**config.mk**
```make
export PLATFORM = sky130hd
export DESIGN_NAME = lmota_queue
export DESIGN_NICKNAME = d
export VERILOG_FILES = /design/src/hdl/led_matrix_on_time_accumulator_core_macros.svh /design/src/hdl/lmota_pkg.sv /design/src/hdl/lmota_queue.sv
export SDC_FILE = /design/constraint.sdc
export NUM_CORES = 1
export LEC_CHECK = 0
export BUFFER_PORTS_ARGS = -buffer_cell sky130_fd_sc_hd__clkbuf_2
export CORE_ASPECT_RATIO = 0.9
export CORE_UTILIZATION = 51
export CTS_BUF_LIST = sky130_fd_sc_hd__clkbuf_4 sky130_fd_sc_hd__clkbuf_8 sky130_fd_sc_hd__clkbuf_16
export DETAILED_ROUTE_END_ITERATION = 10
export HOLD_SLACK_MARGIN = 0.12
export PLACE_DENSITY_LB_ADDON = 0.08
export SETUP_SLACK_MARGIN = 0.5
export SLEW_MARGIN = 25
export SYNTH_ARGS = -nofsm -noshare
export SYNTH_HDL_FRONTEND = slang
export SYNTH_SLANG_ARGS = --single-unit
```
**constraint.sdc**
```tcl
create_clock -name clk -period 3.2 [get_ports clk]
set_input_delay 0.32 -clock clk [delete_from_list [all_inputs] [get_ports clk]]
set_output_delay 0.32 -clock clk [all_outputs]
set_load 0.005 [all_outputs]
```
**src/hdl/led_matrix_on_time_accumulator_core_macros.svh**
```systemverilog
// ----------------------------------------------------------------------------
// LED matrix on-time accumulator: assertion macros
// Concurrent checks, compiled out when NO_ASSERTIONS is defined.
// ----------------------------------------------------------------------------
`ifndef LED_MATRIX_ON_TIME_ACCUMULATOR_CORE_MACROS_SVH
`define LED_MATRIX_ON_TIME_ACCUMULATOR_CORE_MACROS_SVH

`ifndef NO_ASSERTIONS
// Same-cycle implication, disabled during reset.
`define LMOTA_ASSERT_NOW(label, clk, rst, ante, cons, msg) \
  label: assert property (@(posedge clk) disable iff (rst) (ante) |-> (cons)) \
    else $error(msg);
// Next-cycle implication, disabled during reset.
`define LMOTA_ASSERT_NEXT(label, clk, rst, ante, cons, msg) \
  label: assert property (@(posedge clk) disable iff (rst) (ante) |=> (cons)) \
    else $error(msg);
`else
`define LMOTA_ASSERT_NOW(label, clk, rst, ante, cons, msg)
`define LMOTA_ASSERT_NEXT(label, clk, rst, ante, cons, msg)
`endif

`endif

```
**src/hdl/lmota_pkg.sv**
```systemverilog
// ----------------------------------------------------------------------------
// LED matrix on-time accumulator package
// Sizes, request codes, the queued operation type and saturation helpers.
// ----------------------------------------------------------------------------
package lmota_pkg;

  localparam int DECODERS   = 4;
  localparam int LAYERS     = 5;
  localparam int LINES      = 8;
  localparam int COUNT_BITS = 16;

  localparam int GRID_SIDE   = 5;
  localparam int PIN_DECODER = 3;
  localparam int SEL_W       = 3;
  localparam int LINE_W      = 3;
  localparam int OUT_W       = 16;
  localparam int LIN_W       = 6;
  localparam int DEC_W       = (DECODERS > 1) ? $clog2(DECODERS) : 1;
  localparam int LAYER_W     = (LAYERS > 1) ? $clog2(LAYERS) : 1;

  localparam int QUEUE_DEPTH = 2;
  localparam int QPTR_W      = (QUEUE_DEPTH > 1) ? $clog2(QUEUE_DEPTH) : 1;
  localparam int QCNT_W      = $clog2(QUEUE_DEPTH + 1);

  localparam logic [2:0] REQ_SEL      = 3'd0;
  localparam logic [2:0] REQ_DEC_EN   = 3'd1;
  localparam logic [2:0] REQ_LAYER_EN = 3'd2;
  localparam logic [2:0] REQ_PIN      = 3'd3;
  localparam logic [2:0] REQ_TICK     = 3'd4;
  localparam logic [2:0] REQ_CLEAR    = 3'd5;
  localparam logic [2:0] REQ_READ     = 3'd6;

  localparam logic [COUNT_BITS-1:0] COUNT_MAX = {COUNT_BITS{1'b1}};

  // One classified item as handed from the front to the back.
  typedef struct packed {
    logic [1:0]                        bump_cnt;
    logic                              clear;
    logic                              read;
    logic [DECODERS-1:0]               dec_on;
    logic [DECODERS-1:0][SEL_W-1:0]    dec_line;
    logic [LAYERS-1:0]                 layer_on;
    logic                              rd_ok;
    logic [DEC_W-1:0]                  rd_dec;
    logic [LAYER_W-1:0]                rd_layer;
    logic [LINE_W-1:0]                 rd_line;
  } op_t;

  function automatic logic [COUNT_BITS-1:0] sat_add(
    input logic [COUNT_BITS-1:0] base,
    input logic [1:0]            inc
  );
    logic [COUNT_BITS:0] sum;
    sum = {1'b0, base} + (COUNT_BITS + 1)'(inc);
    if (sum > {1'b0, COUNT_MAX}) begin
      return COUNT_MAX;
    end
    return sum[COUNT_BITS-1:0];
  endfunction

  function automatic logic [OUT_W-1:0] sat_out(input logic [COUNT_BITS-1:0] v);
    logic [COUNT_BITS+OUT_W-1:0] wide;
    wide = (COUNT_BITS + OUT_W)'(v);
    if ((wide >> OUT_W) != '0) begin
      return {OUT_W{1'b1}};
    end
    return wide[OUT_W-1:0];
  endfunction

endpackage

```
**src/hdl/lmota_queue.sv**
```systemverilog
// ----------------------------------------------------------------------------
// LED matrix on-time accumulator: operation queue
// Short FIFO that decouples the front end from the counter bank.
// ----------------------------------------------------------------------------
module lmota_queue (
  input  logic              clk,
  input  logic              rst,
  input  logic              push,
  input  lmota_pkg::op_t    push_op,
  input  logic              pop,
  output lmota_pkg::op_t    head,
  output logic              empty,
  output logic              full
);
  import lmota_pkg::*;

  op_t               entries [QUEUE_DEPTH];
  logic [QPTR_W-1:0] wr_ptr, rd_ptr;
  logic [QCNT_W-1:0] count;

  assign empty = (count == '0);
  assign full  = (count == QCNT_W'(QUEUE_DEPTH));
  assign head  = entries[rd_ptr];

  always_ff @(posedge clk) begin
    if (push) entries[wr_ptr] <= push_op;
  end

  always_ff @(posedge clk) begin
    if (rst) begin
      wr_ptr <= '0;
      rd_ptr <= '0;
      count  <= '0;
    end else begin
      if (push) begin
        wr_ptr <= (wr_ptr == QPTR_W'(QUEUE_DEPTH - 1)) ? '0 : wr_ptr + 1'b1;
      end
      if (pop) begin
        rd_ptr <= (rd_ptr == QPTR_W'(QUEUE_DEPTH - 1)) ? '0 : rd_ptr + 1'b1;
      end
      if (push && !pop) count <= count + 1'b1;
      else if (pop && !push) count <= count - 1'b1;
    end
  end

endmodule

```
==> summary.txt <==
Final layout
  – Non-filler cells, final: 279
  – Area delta synth->final: 24.5%
  – Filler Cell Count: 347
  – # diodes: 0
  – Most common cell after layout, fill and taps aside: clkbuf_2
  – Most frequent cells in the layout: clkbuf_2, edfxtp_1, mux2_2, clkbuf_8
  – Fin util: 67.2%
  – Post-route cell area: 3310 µm²
  – Layout cell share with drive strength beyond 1: 59.3%
  – Layout Nets: 248

STA
  – Final period util: 65.5%
  – Final setup viols: 0
  – Final Max Tran Viols: 0
  – Relative slew slack: 34.9%
  – Setup tns final: 0 ns
  – Final clock skew: 0.00367 ns
  – Least-Margin Pin Slew: 0.975 ns
  – Final Hold Fails: 0
  – Fmax: 477 MHz
  – Tmin final: 2.10 ns
  – RSZ-0062 raised after global routing: false

Worst setup path
  – Setup CP Type: flop to primary output
  – Crit path buf inv count: 2
  – Worst setup SP type: flop
  – Crit-path max FO: 26
  – Critical Path Sink Type: primary output
  – Cell breakdown of the critical path: buf_4 -> mux2_2 -> clkbuf_2
  – Worst Path Required: 2.88 ns
  – CP arrival: 1.78 ns
  – CP peak stage delay: 0.53 ns
  – Crit path max-delay family: flip-flops
  – Slowest-stage cell, CP: dfxtp_1

Power
  – Peak VDD IR: 0.000449 V
  – Pwr Density: 627 nW/µm²
  – Total power: 2.08 mW
  – Leakage power: 1.29 nW

Synth
  – Sequential-to-total area share from yosys stat: 80.5%
  – Compound-Gate Fraction of Synth Area: 0.376%
  – Synthesized cell area: 2660 µm²
  – #FFs+latches synth: 73
  – Synth cell types: 16
  – Post-synthesis simple-gate area fraction: 1.74%
  – Mux contribution to synthesized area: 14.4%
  – Syn_nets: 167
  – Largest family of logic cells by synthesized area: multiplexers
  – Async S/R FF share, synth: 0%
  – Synth warn: 0
  – Synth area leaders: edfxtp_1, mux2_2, dfxtp_1
  – Synth Instances: 128
  – Post-synth EDFFs: 68
  – Dominant synthesized flop cell: edfxtp_1
  – Share of the synthesized area in the top cell type: 76.8%
  – Avg Cell Area, Syn: 20.8 µm²
  – Leading area contributor after synthesis: edfxtp_1
  – Adder-cell share of the synthesized area: 0.470%
  – Synth Area in XOR/XNOR: 1.32%

Clock tree
  – Hold-fix buffer count after cts: 0
  – Clk buf depth: 2
  – Post-cts resize count: 0
  – CTS buffer count: 9
  – Post-CTS Setup Bufs: 0
  – Htree depth: 3
  – CTS tree: built
  – CTS root buf: clkbuf_8
  – Reg clk slew, reported paths: 0.07 ns
  – Clock Sinks: 73
  – Skew-Pair Late Insertion Delay: 0.33 ns

Placed design
  – Placement Cell Area: 3100 µm²
  – DP Cell Count: 263
  – I/O Buffers: 73
  – Detail Placement HPWL: 2840 µm
  – GPL Wtd Cong: 0.681

Global routing
  – Gr ovfl total: 0
  – First-pass GRT wire length: 6860 µm
  – Number of global-route vias before repair: 1527
  – Largest net degree at the start of global routing: 35
  – Initial antenna violation count: 0
  – Global-route usage over all layers: 17.3%

Floorplanning
  – Boundary Pins: 74
  – Rows: 24
  – Die area: 5510 µm²
  – Die X: 78.1 µm
  – Starting Density: 54.0%
  – Die Y: 70.5 µm
  – Core Footprint: 4920 µm²

Drt
  – Vias: 1387
  – Antenna-violating nets left: 0
  – Per-cell routed wire length: 15.3 µm
  – Drc violations: 0
  – Detailed Route Iter0 Violations: 71
  – Drt pass-1 iters: 4
  – Vias per cell: 4.97
  – Detailed Route WL: 4280 µm

Job
  – Total of max-cap violations: 0

Status
  – Status: finished, final reports clean

Hold path
  – Worst min-delay path category: primary input to flop
-- cell type report --
cell class | count | area (µm²) | area share [%]
Inverter | 1 | 3.75 | 0.113
Sequential cell | 73 | 2140 | 64.7
Clock inverter | 2 | 35.0 | 1.06
Timing Repair Buffer | 74 | 373 | 11.3
Clock buffer | 14 | 180 | 5.44
Multi-Input combinational cell | 50 | 495 | 15.0
Tap cell | 65 | 81.3 | 2.46
-- Yosys cell counts (2+ instances only) --
master	instances
edfxtp_1	68
mux2_2	34
dfxtp_1	5
nor2_1	5
buf_4	3
xnor2_1	2
xor2_1	2
-- layer usage --
layer	routed length, µm	GRT usage, %
met2	2210	29.5
met5	0	0
met3	272	5.62
met4	112	11.1
met1	1680	18.5
-- final timing paths --
kind | startpoint | end | slack, ns | depth (start not counted)
hold / removal | push_op[17] | entries[0][17] | 0.18 | 1
setup / recovery | flop | head[6] | 1.10 | 3
setup reg to reg | wr_ptr | entries[1][12] | 1.69 | 1
hold reg to reg | count[1] | count[1] | 0.51 | 2
-- power breakdown --
part / internal (mW) / total (mW) / switching, mW
combinational: 0.109 / 0.206 / 0.0973
sequential: 1.11 / 1.13 / 0.0208
clock: 0.441 / 0.739 / 0.298
total: 1.66 / 2.08 / 0.416
-- cell families (layout without fill, tap and decap cells) --
group           after synthesis  count (layout)
flops                        73              73
compound gates                2               2
fa+ha+maj                     1               1
xor+xnor                      4               4
buf+inv                       5              91
mux                          34              34
simple gates                  9               9
-- through the flow --
stage          setup slack, ns  hold slack (ns)
6_report                  1.10            0.176
5_1_grt                   1.01            0.161
4_1_cts                   1.07            0.158
3_5_place_dp              1.45            0.493
3_3_place_gp              1.47            0.477
2_1_floorplan            0.915            0.389
-- state kept, by name (all words and copies together) (netlist names), named ones only --
signal   cells
entries     68
count        2
rd_ptr       1
wr_ptr       1
(Power assumes the default switching activity.)
