$ cat src/hdl/led_matrix_on_time_accumulator_core_macros.svh
// ----------------------------------------------------------------------------
// LED matrix on-time accumulator: assertion macros
// Concurrent checks, compiled out when NO_ASSERTIONS is defined.
// ----------------------------------------------------------------------------
`ifndef LED_MATRIX_ON_TIME_ACCUMULATOR_CORE_MACROS_SVH
`define LED_MATRIX_ON_TIME_ACCUMULATOR_CORE_MACROS_SVH

`ifndef NO_ASSERTIONS
// Same-cycle implication, disabled during reset.
`define LMOTA_ASSERT_NOW(label, clk, rst, ante, cons, msg) \
  label: assert property (@(posedge clk) disable iff (rst) (ante) |-> (cons)) \
    else $error(msg);
// Next-cycle implication, disabled during reset.
`define LMOTA_ASSERT_NEXT(label, clk, rst, ante, cons, msg) \
  label: assert property (@(posedge clk) disable iff (rst) (ante) |=> (cons)) \
    else $error(msg);
`else
`define LMOTA_ASSERT_NOW(label, clk, rst, ante, cons, msg)
`define LMOTA_ASSERT_NEXT(label, clk, rst, ante, cons, msg)
`endif

`endif

$ cat src/hdl/lmota_pkg.sv
// ----------------------------------------------------------------------------
// LED matrix on-time accumulator package
// Sizes, request codes, the queued operation type and saturation helpers.
// ----------------------------------------------------------------------------
package lmota_pkg;

  localparam int DECODERS   = 4;
  localparam int LAYERS     = 5;
  localparam int LINES      = 8;
  localparam int COUNT_BITS = 16;

  localparam int GRID_SIDE   = 5;
  localparam int PIN_DECODER = 3;
  localparam int SEL_W       = 3;
  localparam int LINE_W      = 3;
  localparam int OUT_W       = 16;
  localparam int LIN_W       = 6;
  localparam int DEC_W       = (DECODERS > 1) ? $clog2(DECODERS) : 1;
  localparam int LAYER_W     = (LAYERS > 1) ? $clog2(LAYERS) : 1;

  localparam int QUEUE_DEPTH = 2;
  localparam int QPTR_W      = (QUEUE_DEPTH > 1) ? $clog2(QUEUE_DEPTH) : 1;
  localparam int QCNT_W      = $clog2(QUEUE_DEPTH + 1);

  localparam logic [2:0] REQ_SEL      = 3'd0;
  localparam logic [2:0] REQ_DEC_EN   = 3'd1;
  localparam logic [2:0] REQ_LAYER_EN = 3'd2;
  localparam logic [2:0] REQ_PIN      = 3'd3;
  localparam logic [2:0] REQ_TICK     = 3'd4;
  localparam logic [2:0] REQ_CLEAR    = 3'd5;
  localparam logic [2:0] REQ_READ     = 3'd6;

  localparam logic [COUNT_BITS-1:0] COUNT_MAX = {COUNT_BITS{1'b1}};

  // One classified item as handed from the front to the back.
  typedef struct packed {
    logic [1:0]                        bump_cnt;
    logic                              clear;
    logic                              read;
    logic [DECODERS-1:0]               dec_on;
    logic [DECODERS-1:0][SEL_W-1:0]    dec_line;
    logic [LAYERS-1:0]                 layer_on;
    logic                              rd_ok;
    logic [DEC_W-1:0]                  rd_dec;
    logic [LAYER_W-1:0]                rd_layer;
    logic [LINE_W-1:0]                 rd_line;
  } op_t;

  function automatic logic [COUNT_BITS-1:0] sat_add(
    input logic [COUNT_BITS-1:0] base,
    input logic [1:0]            inc
  );
    logic [COUNT_BITS:0] sum;
    sum = {1'b0, base} + (COUNT_BITS + 1)'(inc);
    if (sum > {1'b0, COUNT_MAX}) begin
      return COUNT_MAX;
    end
    return sum[COUNT_BITS-1:0];
  endfunction

  function automatic logic [OUT_W-1:0] sat_out(input logic [COUNT_BITS-1:0] v);
    logic [COUNT_BITS+OUT_W-1:0] wide;
    wide = (COUNT_BITS + OUT_W)'(v);
    if ((wide >> OUT_W) != '0) begin
      return {OUT_W{1'b1}};
    end
    return wide[OUT_W-1:0];
  endfunction

endpackage

$ cat src/hdl/lmota_front.sv
// ----------------------------------------------------------------------------
// LED matrix on-time accumulator: front end
// Decodes requests, owns the decoder and layer settings, and emits one
// classified operation per item of a used request code, with a snapshot of the lit pattern.
// ----------------------------------------------------------------------------
module lmota_front (
  input  logic              clk,
  input  logic              rst,
  input  logic              accept,
  input  logic [2:0]        req_type,
  input  logic [2:0]        unit_index,
  input  logic [7:0]        set_value,
  input  logic [2:0]        led_layer,
  input  logic [2:0]        led_row,
  input  logic [2:0]        led_col,
  output logic              push,
  output lmota_pkg::op_t    op
);
  import lmota_pkg::*;

  logic [DECODERS-1:0][SEL_W-1:0] sel, sel_next;
  logic [DECODERS-1:0]            dec_on, dec_on_next;
  logic [LAYERS-1:0]              lay_on, lay_on_next;
  logic [LIN_W-1:0]               lin_idx;
  logic [2:0]                     rd_dec_full;
  logic                           set_on;

  assign set_on      = |set_value;
  assign lin_idx     = LIN_W'(led_row) * LIN_W'(GRID_SIDE) + LIN_W'(led_col);
  assign rd_dec_full = lin_idx[5:3];

  always_comb begin
    sel_next    = sel;
    dec_on_next = dec_on;
    lay_on_next = lay_on;
    op          = '0;
    case (req_type)
      REQ_SEL: begin
        for (int d = 0; d < DECODERS; d++) begin
          if (unit_index == 3'(d)) sel_next[d] = set_value[SEL_W-1:0];
        end
        op.bump_cnt = 2'd1;
      end
      REQ_DEC_EN: begin
        for (int d = 0; d < DECODERS; d++) begin
          if (unit_index == 3'(d)) dec_on_next[d] = set_on;
        end
        op.bump_cnt = 2'd1;
      end
      REQ_LAYER_EN: begin
        for (int l = 0; l < LAYERS; l++) begin
          if (unit_index == 3'(l)) lay_on_next[l] = set_on;
        end
        op.bump_cnt = 2'd1;
      end
      REQ_PIN: begin
        for (int d = 0; d < DECODERS; d++) begin
          if (d == PIN_DECODER) dec_on_next[d] = set_on;
        end
        op.bump_cnt = 2'd2;
      end
      REQ_TICK: begin
        op.bump_cnt = 2'd1;
      end
      REQ_CLEAR: begin
        op.clear    = 1'b1;
        op.bump_cnt = 2'd1;
      end
      REQ_READ: begin
        op.read = 1'b1;
      end
      default: begin
      end
    endcase
    op.dec_on   = dec_on_next;
    op.dec_line = sel_next;
    op.layer_on = lay_on_next;
    op.rd_ok    = (int'(led_layer) < LAYERS) && (int'(led_row) < GRID_SIDE) &&
                  (int'(led_col) < GRID_SIDE) && (int'(rd_dec_full) < DECODERS);
    op.rd_dec   = rd_dec_full[DEC_W-1:0];
    op.rd_layer = led_layer[LAYER_W-1:0];
    op.rd_line  = lin_idx[LINE_W-1:0];
  end

  // Unused request code produces nothing downstream.
  assign push = accept && (op.bump_cnt != 2'd0 || op.read);

  always_ff @(posedge clk) begin
    if (rst) begin
      sel    <= '0;
      dec_on <= '0;
      lay_on <= '0;
    end else if (accept) begin
      sel    <= sel_next;
      dec_on <= dec_on_next;
      lay_on <= lay_on_next;
    end
  end

endmodule

$ cat config.mk
export PLATFORM = sky130hd
export DESIGN_NAME = lmota_front
export DESIGN_NICKNAME = d
export VERILOG_FILES = /design/src/hdl/led_matrix_on_time_accumulator_core_macros.svh /design/src/hdl/lmota_pkg.sv /design/src/hdl/lmota_front.sv
export SDC_FILE = /design/constraint.sdc
export NUM_CORES = 1
export LEC_CHECK = 0
export ABC_AREA = 1
export BUFFER_PORTS_ARGS = -buffer_cell sky130_fd_sc_hd__clkbuf_2
export CAP_MARGIN = 20
export CORE_ASPECT_RATIO = 0.7
export CORE_MARGIN = 4
export CORE_UTILIZATION = 44
export DETAILED_ROUTE_END_ITERATION = 8
export PLACE_DENSITY = 0.78
export SYNTH_ARGS = -nofsm -noshare
export SYNTH_HDL_FRONTEND = slang
export SYNTH_SLANG_ARGS = --single-unit
$ cat constraint.sdc
create_clock -name clk -period 1.39 [get_ports clk]
set_input_delay 0.0695 -clock clk [delete_from_list [all_inputs] [get_ports clk]]
set_output_delay 0.0695 -clock clk [all_outputs]
set_load 0.03 [all_outputs]
==> impl_results.md <==
* Outcome: finished with violations
* Worst setup EP type: output port
* Rows at 18
* Final setup violation count at 3
* Dpl cells at 368
* CTS H-tree depth at 1
* Fraction of the mapped netlist area in adder cells at 8.29%
* Die Area at 4680 um^2
* Gr busiest metal: met2
* Nets at 359
* Post-detail-place hpwl at 3280 um
* P_leak at 1.20 nW
* Peak supply drop at 0.000712 V
* CTS sink cnt at 21
* Final Power at 0.00187 W
* Gr ovfl total at 0
* Pwr/cell area at 824 nW/um^2
* Flops & latches, synth at 21
* Final Instance Count excl. Fillers at 372
* Vias/cell at 4.77
* Vert. Die Dim at 58.4 um
* RSZ-0062 raised after global routing: true
* Wire per inst at 11.3 um
* Ys flop type: dfxtp_1
* Layout cells sized above 1 at 34.8%
* Number of global-route vias before repair at 1666
* Initial DRC Count at 49
* Slew Limit Fails at 0
* Final Cell Area at 2270 um^2
* Syn Nets at 294
* Synth Area in Compound Gates at 11.7%
* Synth unique cells at 23
* GRT Util Overall at 18.2%
* Via count at 1775
* Synth area leader: dfxtp_1
* CP Class: in2out
* I/O pin cnt at 61
* Most numerous cell in the Yosys netlist: nand2_1
* Post-Synth Simple-Gate Area at 41.6%
* Initial Util at 45.5%
* Clock transition at the registers of the reported paths at 0.08 ns
* 1st-pass router iterations at 4
* Post-synth top area share at 26.3%
* Fillcell total at 328
* WL final at 4220 um
* Max Fclk at 0.660 GHz
* Least-Margin Pin Slew at 0.530 ns
* Post-synthesis cell area at 1600 um^2
* Synth async-reset ratio at 0%
* M3 GR Usage at 3.52%
* Setup total negative slack at -0.261 ns
* Clk_lat worst skew at 0.26 ns
* Sequential area share after synthesis at 26.3%
* Yosys warnings at 0
* Hold Path Class: in2reg
* Failing checks: negative setup slack
* CP Max Fanout at 3
* M1 GR Usage at 23.5%
* Top post-synthesis cells by area: dfxtp_1, nand2_1, nor2_1
* Minimum clock period at 1.51 ns
* Final setup skew at 0 ns
* Arr. time, crit path at 1.45 ns
* Mapped Cells at 258
* Critical Path RT at 1.32 ns
* Root Driver: clkbuf_8
* Max clock buf depth at 2
* Met2 usage at 32.2%
* Slew HR at 64.7%
* TritonCTS Buffers at 3
* Post-synthesis mux area share at 0%
* Synthesized area per cell at 6.20 um^2
* Top post-synthesis cells by count: nand2_1, nor2_1, inv_1
* Largest net degree at the start of global routing at 25
* Setup Fix Bufs, Post-CTS at 0
* CTS tree: done
* First-pass GRT wire length at 6890 um
* N_diodes at 0
* GP Congestion at 0.777
* Final hold vios at 0
* Largest family of logic cells by synthesized area: simple AND/OR/NAND/NOR gates
* Setup WS post-layout at -0.125 ns
* DRC at 0
* Xor/xnor share of the synthesized area at 1.10%
* Initial antenna violation count at 0
* Max-cap violation count at 0
* Antenna-violating nets left at 0
* Die width at 80.1 um
* Crit share post-route at 109%
* Synth-to-layout area growth at 41.9%
* Hold slack at 0.181 ns
* Crit path launch type: input port
* Port buffer count at 60
* Post-synth EDFFs at 0
* Placed inst area at 2080 um^2
* Core area at 3510 um^2
[flip-flops by register name (all words and copies together) (netlist names)]
| signal | cells |
|---|---|
| dec_on | 4 |
| sel | 12 |
| lay_on | 5 |
[report_power, final]
part / switching (W) / total [W] / internal (W)
clock network: 0.000210 / 0.000410 / 0.000200
registers: 0.0000171 / 0.000657 / 0.000640
logic: 0.000479 / 0.000803 / 0.000323
total: 0.000706 / 0.00187 / 0.00116
[worst paths after layout]
| path | cells past startpoint | start | endpoint | slack (ns) |
|---|---|---|---|---|
| setup / recovery | 7 | led_row[0] | op[6] | -0.12 |
| hold / removal | 4 | rst | sel[9] | 0.18 |
| setup reg to reg | 3 | lay_on[1] | lay_on[1] | 0.66 |
| hold reg to reg | 2 | lay_on[2] | lay_on[2] | 0.53 |
[worst max-delay path: stages]
cell,delay (ns)
buf_8,0.10
ha_4,0.23
ha_4,0.23
fa_2,0.36
buf_6,0.13
xor2_2,0.16
clkbuf_8,0.15
[kinds of logic after synthesis]
logic type / after synthesis
AOI/OAI and AO/OA: 31
xor gates and xnor gates: 2
adders and majority gates: 10
buffers and inverters: 43
DFF: 21
and+or+nand+nor: 151
[layer usage]
layer | vias to the layer above | share of wire (%)
li1 | 933 | -
met1 | 778 | 47
met2 | 62 | 46
met3 | 2 | 6.7
met4 | 0 | 0.19
met5 | - | 0
[per-stage QoR]
| stage | utilization [%] | setup WS [ns] |
|---|---|---|
| 3_3_place_gp | 59.1 | -0.254 |
| 6_report | 64.6 | -0.125 |
| 2_1_floorplan | - | -0.0488 |
| 3_5_place_dp | 59.1 | -0.275 |
| 4_1_cts | 63.8 | -0.130 |
| 5_1_grt | 64.6 | -0.167 |
[layout by cell type, fill, tap and decap left out, drive strengths merged]
master	synthesis	layout
xor2	2	2
fa	1	1
ha	9	9
nand3b	1	1
inv	34	34
clkinv	0	1
dfxtp	21	21
clkbuf	3	57
nand2	82	82
a21oi	10	10
nor2	49	49
o21ai	13	13
buf	6	15
o21bai	8	8
nand4	2	2
nand3	17	17
[area by class of cell]
| cell class | count | area [um^2] | area share (%) |
|---|---|---|---|
| Multi-Input combinational cell | 194 | 1170 | 51.4 |
| Timing Repair Buffer | 69 | 445 | 19.6 |
| Sequential cell | 21 | 420 | 18.5 |
| Inverter | 34 | 128 | 5.62 |
| Tap cell | 50 | 62.6 | 2.76 |
| Clock buffer | 3 | 41.3 | 1.82 |
| Clock inverter | 1 | 5.00 | 0.221 |
[timing repair]
item                       4_1_cts  5_1_grt
resized for setup               19       13
setup endpoints to repair        4       12
pin swaps                        4        3
hold buffers                     0        0
Power figures use the tool's default switching activity.
